## src/arc_pkg.sv

```systemverilog
package arc_pkg;

	// Field widths of one table entry.
	localparam int unsigned IP_W  = 32;
	localparam int unsigned MAC_W = 48;

	// Operation codes carried on the opcode field.
	localparam logic OP_LOOKUP = 1'b0;
	localparam logic OP_INSERT = 1'b1;

	// Search token that walks down the row of cells, one cell per cycle.
	typedef struct packed {
		logic             act;
		logic             hit;
		logic [IP_W-1:0]  key;
		logic [MAC_W-1:0] mac;
	} srch_t;

endpackage

```

## src/arc_cell.sv

```systemverilog
module arc_cell #(
	parameter bit BROADCAST = 1'b0
) (
	input  logic                        clk,
	input  logic                        arst_n,
	input  logic                        wr_en,
	input  logic [arc_pkg::IP_W-1:0]    wr_ip,
	input  logic [arc_pkg::MAC_W-1:0]   wr_mac,
	input  arc_pkg::srch_t              tok_in,
	output arc_pkg::srch_t              tok_out
);
	import arc_pkg::*;

	logic             valid_q;
	logic [IP_W-1:0]  ip_q;
	logic [MAC_W-1:0] mac_q;
	logic             tok_act_q;
	srch_t            tok_nxt;
	srch_t            tok_data_q;

	// Entry storage; the broadcast cell comes out of reset holding the all-ones mapping.
	always_ff @(posedge clk or negedge arst_n) begin
		if (!arst_n) begin
			valid_q <= BROADCAST;
			ip_q    <= BROADCAST ? {IP_W{1'b1}} : '0;
			mac_q   <= BROADCAST ? {MAC_W{1'b1}} : '0;
		end else if (wr_en) begin
			valid_q <= 1'b1;
			ip_q    <= wr_ip;
			mac_q   <= wr_mac;
		end
	end

	// A token that has not yet hit takes this entry when it matches, so the lowest cell wins.
	always_comb begin
		tok_nxt = tok_in;
		if (tok_in.act && !tok_in.hit && valid_q && (ip_q == tok_in.key)) begin
			tok_nxt.hit = 1'b1;
			tok_nxt.mac = mac_q;
		end
	end

	// Hand the token to the next cell.
	always_ff @(posedge clk or negedge arst_n) begin
		if (!arst_n) begin
			tok_act_q <= 1'b0;
		end else begin
			tok_act_q <= tok_nxt.act;
		end
	end

	always_ff @(posedge clk) begin
		tok_data_q <= tok_nxt;
	end

	always_comb begin
		tok_out     = tok_data_q;
		tok_out.act = tok_act_q;
	end

endmodule

```

## src/address_resolution_cache_core.sv

```systemverilog
// A lookup's token passes one cell of the search row per cycle, and its result is then
// registered at the output; the input stall drops as the token leaves the row, unless
// the result has to go to the skid slot. An insert writes its entry and the next item may follow directly.
// One insert per cycle is taken while the input is not stalled; only one lookup is in flight at a time.
// After reset entry 0 holds the broadcast mapping, all other entries are invalid and the
// replacement pointer stands at 1.
module address_resolution_cache_core #(
	parameter int unsigned ENTRIES = 16
) (
	input  logic                        clk,
	input  logic                        arst_n,
	input  logic                        in_valid,
	output logic                        in_stall,
	input  logic                        opcode,
	input  logic [arc_pkg::IP_W-1:0]    ip_address,
	input  logic [arc_pkg::MAC_W-1:0]   mac_address,
	output logic                        out_valid,
	input  logic                        out_stall,
	output logic                        hit,
	output logic [arc_pkg::MAC_W-1:0]   mac_found
);
	import arc_pkg::*;

	localparam int unsigned SLOT_W = (ENTRIES > 1) ? $clog2(ENTRIES) : 1;
	localparam logic [SLOT_W-1:0] LAST_SLOT  = SLOT_W'(ENTRIES - 1);
	localparam logic [SLOT_W-1:0] RESET_SLOT = SLOT_W'(1 % ENTRIES);

	srch_t              tok [ENTRIES+1];
	logic               in_fire;
	logic               lookup_fire;
	logic               insert_fire;
	logic               out_fire;
	srch_t              tail;
	logic               searching_q;
	logic [SLOT_W-1:0]  next_q;
	logic               out_valid_q;
	logic               out_hit_q;
	logic [MAC_W-1:0]   out_mac_q;
	logic               skid_valid_q;
	logic               skid_hit_q;
	logic [MAC_W-1:0]   skid_mac_q;

	// Input transfer: one search in flight at a time, and a free skid slot for its result.
	assign in_stall    = searching_q | skid_valid_q;
	assign in_fire     = in_valid & ~in_stall;
	assign lookup_fire = in_fire & (opcode == OP_LOOKUP);
	assign insert_fire = in_fire & (opcode == OP_INSERT);
	assign out_fire    = out_valid_q & ~out_stall;

	// A new search token enters the head of the row.
	always_comb begin
		tok[0].act = lookup_fire;
		tok[0].hit = 1'b0;
		tok[0].key = ip_address;
		tok[0].mac = '0;
	end

	// Row of entry cells; the write strobe is decoded from the replacement pointer.
	for (genvar k = 0; k < ENTRIES; k++) begin : g_cell
		arc_cell #(
			.BROADCAST (k == 0)
		) u_cell (
			.clk     (clk),
			.arst_n  (arst_n),
			.wr_en   (insert_fire && (next_q == SLOT_W'(k))),
			.wr_ip   (ip_address),
			.wr_mac  (mac_address),
			.tok_in  (tok[k]),
			.tok_out (tok[k+1])
		);
	end

	assign tail = tok[ENTRIES];

	// Search-in-progress flag and round-robin replacement pointer.
	always_ff @(posedge clk or negedge arst_n) begin
		if (!arst_n) begin
			searching_q <= 1'b0;
			next_q      <= RESET_SLOT;
		end else begin
			if (lookup_fire) begin
				searching_q <= 1'b1;
			end else if (tail.act) begin
				searching_q <= 1'b0;
			end
			if (insert_fire) begin
				next_q <= (next_q == LAST_SLOT) ? '0 : next_q + SLOT_W'(1);
			end
		end
	end

	// Output register with one skid slot behind it.
	always_ff @(posedge clk or negedge arst_n) begin
		if (!arst_n) begin
			out_valid_q  <= 1'b0;
			skid_valid_q <= 1'b0;
		end else begin
			if (tail.act) begin
				if (!out_valid_q || (out_fire && !skid_valid_q)) begin
					out_valid_q <= 1'b1;
				end else begin
					skid_valid_q <= 1'b1;
				end
			end else if (out_fire) begin
				if (skid_valid_q) begin
					skid_valid_q <= 1'b0;
				end else begin
					out_valid_q <= 1'b0;
				end
			end
		end
	end

	always_ff @(posedge clk) begin
		if (tail.act) begin
			if (!out_valid_q || (out_fire && !skid_valid_q)) begin
				out_hit_q <= tail.hit;
				out_mac_q <= tail.mac;
			end else begin
				skid_hit_q <= tail.hit;
				skid_mac_q <= tail.mac;
			end
		end else if (out_fire && skid_valid_q) begin
			out_hit_q <= skid_hit_q;
			out_mac_q <= skid_mac_q;
		end
	end

	assign out_valid = out_valid_q;
	assign hit       = out_hit_q;
	assign mac_found = out_mac_q;

	// A finished search must always find room in the output register or the skid slot.
	assert property (@(posedge clk) disable iff (!arst_n) tail.act |-> !skid_valid_q)
		else $error("search result arrived with no free output slot");

	// The skid slot is only used behind a full output register.
	assert property (@(posedge clk) disable iff (!arst_n) skid_valid_q |-> out_valid_q)
		else $error("skid slot full while output register empty");

	// Every accepted lookup marks the row busy until its token leaves the tail.
	assert property (@(posedge clk) disable iff (!arst_n) lookup_fire |=> searching_q)
		else $error("lookup accepted without starting a search");

	// No token reaches the tail unless a search is in progress.
	assert property (@(posedge clk) disable iff (!arst_n) tail.act |-> searching_q)
		else $error("stray search token at end of row");

	// The replacement pointer never leaves the table.
	assert property (@(posedge clk) disable iff (!arst_n) next_q <= LAST_SLOT)
		else $error("replacement pointer out of range");

endmodule
```

## config.mk

```make
export PLATFORM = sky130hd
export DESIGN_NAME = address_resolution_cache_core
export DESIGN_NICKNAME = d
export VERILOG_FILES = /design/src/arc_pkg.sv /design/src/arc_cell.sv /design/src/address_resolution_cache_core.sv
export SDC_FILE = /design/constraint.sdc
export NUM_CORES = 2
export LEC_CHECK = 0
export ABC_AREA = 1
export BUFFER_PORTS_ARGS = -buffer_cell sky130_fd_sc_hd__buf_2
export CORE_MARGIN = 2
export CORE_UTILIZATION = 60
export DETAILED_ROUTE_END_ITERATION = 6
export PLACE_DENSITY = 0.73
export SKIP_LAST_GASP = 1
export SLEW_MARGIN = 40
export SYNTH_ARGS = -nofsm -noshare
export SYNTH_HDL_FRONTEND = slang
export SYNTH_HIERARCHICAL = 1
export SYNTH_SLANG_ARGS = --single-unit
```

## constraint.sdc

```tcl
create_clock -name clk -period 6.55 [get_ports clk]
set_input_delay 1.6375 -clock clk [delete_from_list [all_inputs] [get_ports clk]]
set_output_delay 1.6375 -clock clk [all_outputs]
set_load 0.05 [all_outputs]
```

==> results.sh <==
export IMPL_place_hpwl_mm=152.8
export IMPL_multiInputGateArea_sq_mm=0.03337
export IMPL_timing_final_crit_share=0.5442
export IMPL_final_layout_size_suffix_gt1_frac=0.08083
export IMPL_min_path_type="register to register"
export IMPL_cts_path_max_buffers=4
export IMPL_p_leak_nw=57.09
export IMPL_fmax_mhz=280.5
export IMPL_grt_pass1_vias=72320
export IMPL_drt_iter0_markers=7229
export IMPL_core_area_sq_mm=0.1648
export IMPL_antenna_found_initial=4
export IMPL_cts_sinks=2680
export IMPL_setup_tns_final_ns=0
export IMPL_initial_core_util=0.6042
export IMPL_pre_cts_ws_ns=2.183
export IMPL_critPathMaxFanout=50
export IMPL_cts_resized=0
export IMPL_ir_drop_v=0.0003051
export IMPL_core_rowCount=149
export IMPL_clkTransAtPathRegs_ns=0.06
export IMPL_route_antenna_remaining_nets=0
export IMPL_cts_tree="built"
export IMPL_setup_violations=0
export IMPL_clock_latency_ns=0.91
export IMPL_viasPerCell=5.343
export IMPL_cts_max_level=5
export IMPL_powerDensity_mw_per_mm2=300.7
export IMPL_path_class="primary input to register"
export IMPL_overflow=0
export IMPL_cts_setup_buffers=0
export IMPL_status="finished, final reports clean"
export IMPL_fin_crit_ns=3.565
export IMPL_drtPass1Iterations=5
export IMPL_grt_usage=0.2855
export IMPL_fillers=12780
export IMPL_worstMarginPinSlew_ns=0.9257
export IMPL_syn_area_sq_mm=0.09958
export IMPL_nNetsFinal=11590
export IMPL_ys_warnings_count=6
export IMPL_end_kind="register"
export IMPL_grt_pass1_wl_mm=389.0
export IMPL_final_util=0.6726
export IMPL_hold_slack_ns=0.3320
export IMPL_grt_max_degree=154
export IMPL_syn_avg_cell_area_sq_um=8.635
export IMPL_synthCells=11530
export IMPL_critPathLaunchType="primary input"
export IMPL_slew_limit_headroom=0.3829
export IMPL_io_buffers=135
export IMPL_cts_root_buf="clkbuf_16"
export IMPL_arrival_ns=4.41
export IMPL_rsz0062_at_grt="no"
export IMPL_slew_viol_final=0
export IMPL_required_ns=7.40
export IMPL_drt_total_wl_mm=241.0
export IMPL_drv_cap=0
export IMPL_die_y_microns=411.4
export IMPL_area_growth_pct=11.32
export IMPL_cts_hold_buf=0
export IMPL_setup_ws_ns=2.985
export IMPL_skew_ns=0.05696
export IMPL_die_x_microns=411.4
export IMPL_io_pins=136
export IMPL_vias=74240
export IMPL_wl_per_cell_microns=17.34
export IMPL_gp_congestion=0.8427
export IMPL_cts_buffers=280
export IMPL_hold_viol_final=0
export IMPL_dieArea_sq_mm=0.1692
export IMPL_drcViolationCount=0
export IMPL_ff_latch_area_sq_mm=0.06133
-- per-stage QoR --
stage	instance area [sq um]	power [mW]	instances
2_1_floorplan	99760	17.77	11580
3_3_place_gp	101600	18.33	13400
3_5_place_dp	101900	18.36	13400
4_1_cts	110700	33.56	13890
5_1_grt	110800	34.39	13890
6_report	110900	33.34	13890
-- flip-flops by register name (all words and copies together) (netlist names) --
register                 flops
next_q                       4
skid_hit_q                   1
out_valid                    1
g_cell.u_cell/ip_q         512
g_cell.u_cell/valid_q       15
g_cell.u_cell/tok_act_q     16
skid_mac_q                  48
hit                          1
mac_found                   48
skid_valid_q                 1
searching_q                  1
g_cell.u_cell/mac_q        768
g_cell.u_cell/tok_out     1264
-- metal layers --
metal | wire [microns] | GRT usage | vias to the layer above | share of wire
li1 | - | - | 35790 | -
met1 | 106900 | 0.4035 | 35320 | 0.44
met2 | 110800 | 0.4582 | 2731 | 0.46
met3 | 18060 | 0.04598 | 401 | 0.075
met4 | 5129 | 0.08122 | 6 | 0.021
met5 | 47 | 0 | - | 0.00020
-- path summary, 6_finish.rpt --
path	start	endpoint	slack, ns	cells after the start
min reg2reg	g_cell[10].u_cell/tok_out[75]	g_cell[11].u_cell/tok_out[75]	0.33	0
max	opcode	g_cell[0].u_cell/tok_out[24]	2.99	13
min	g_cell[10].u_cell/tok_out[75]	g_cell[11].u_cell/tok_out[75]	0.33	0
min in group asynchronous	arst_n	g_cell[1].u_cell/mac_q[16]	0.60	1
max in group asynchronous	arst_n	g_cell[15].u_cell/mac_q[20]	4.20	4
max reg2reg	g_cell[4].u_cell/ip_q[28]	g_cell[4].u_cell/tok_out[7]	3.21	12
-- layout by cell type (no fill, tap or decap), types with 60 or more instances in the layout --
| cell type | instances |
|---|---|
| inv_1 | 673 |
| dfrtp_1 | 1237 |
| buf_4 | 91 |
| dfxtp_1 | 1264 |
| nand2_1 | 5783 |
| clkbuf_1 | 102 |
| nand3_1 | 62 |
| nor2_1 | 151 |
| edfxtp_1 | 98 |
| nor2_4 | 63 |
| o21ai_0 | 325 |
| xnor2_1 | 190 |
| nand4_1 | 722 |
| dfstp_2 | 81 |
| mux2_2 | 60 |
| buf_2 | 134 |
| clkbuf_16 | 287 |
-- cell type report --
cell class | count | area share
well taps | 2189 | 0.02471
inverters | 713 | 0.02419
flip-flops and latches | 2680 | 0.5533
clock buffers | 444 | 0.07507
diodes | 1 | 0.00002257
clock inverters | 41 | 0.004492
repair buffers | 253 | 0.01717
multi-input cells | 7573 | 0.3011
-- critical path: stages --
cell	delay, ns
buf_2	0.10
inv_1	0.15
nand3_1	0.48
inv_1	0.23
nand2_1	0.07
nor2_1	0.10
nand2_1	0.06
nor2_1	0.15
nand3_2	0.08
buf_4	0.31
inv_4	0.64
nand3_1	0.17
nand2_1	0.12
-- report_power, final --
part	internal, mW	switching [mW]	leakage (nW)
registers	16.9	0.200	28.3
logic	0.244	0.676	24.5
clock network	9.11	6.17	4.31
total	26.3	7.05	57.1
Note: power is estimated with default switching activity, not from simulation.
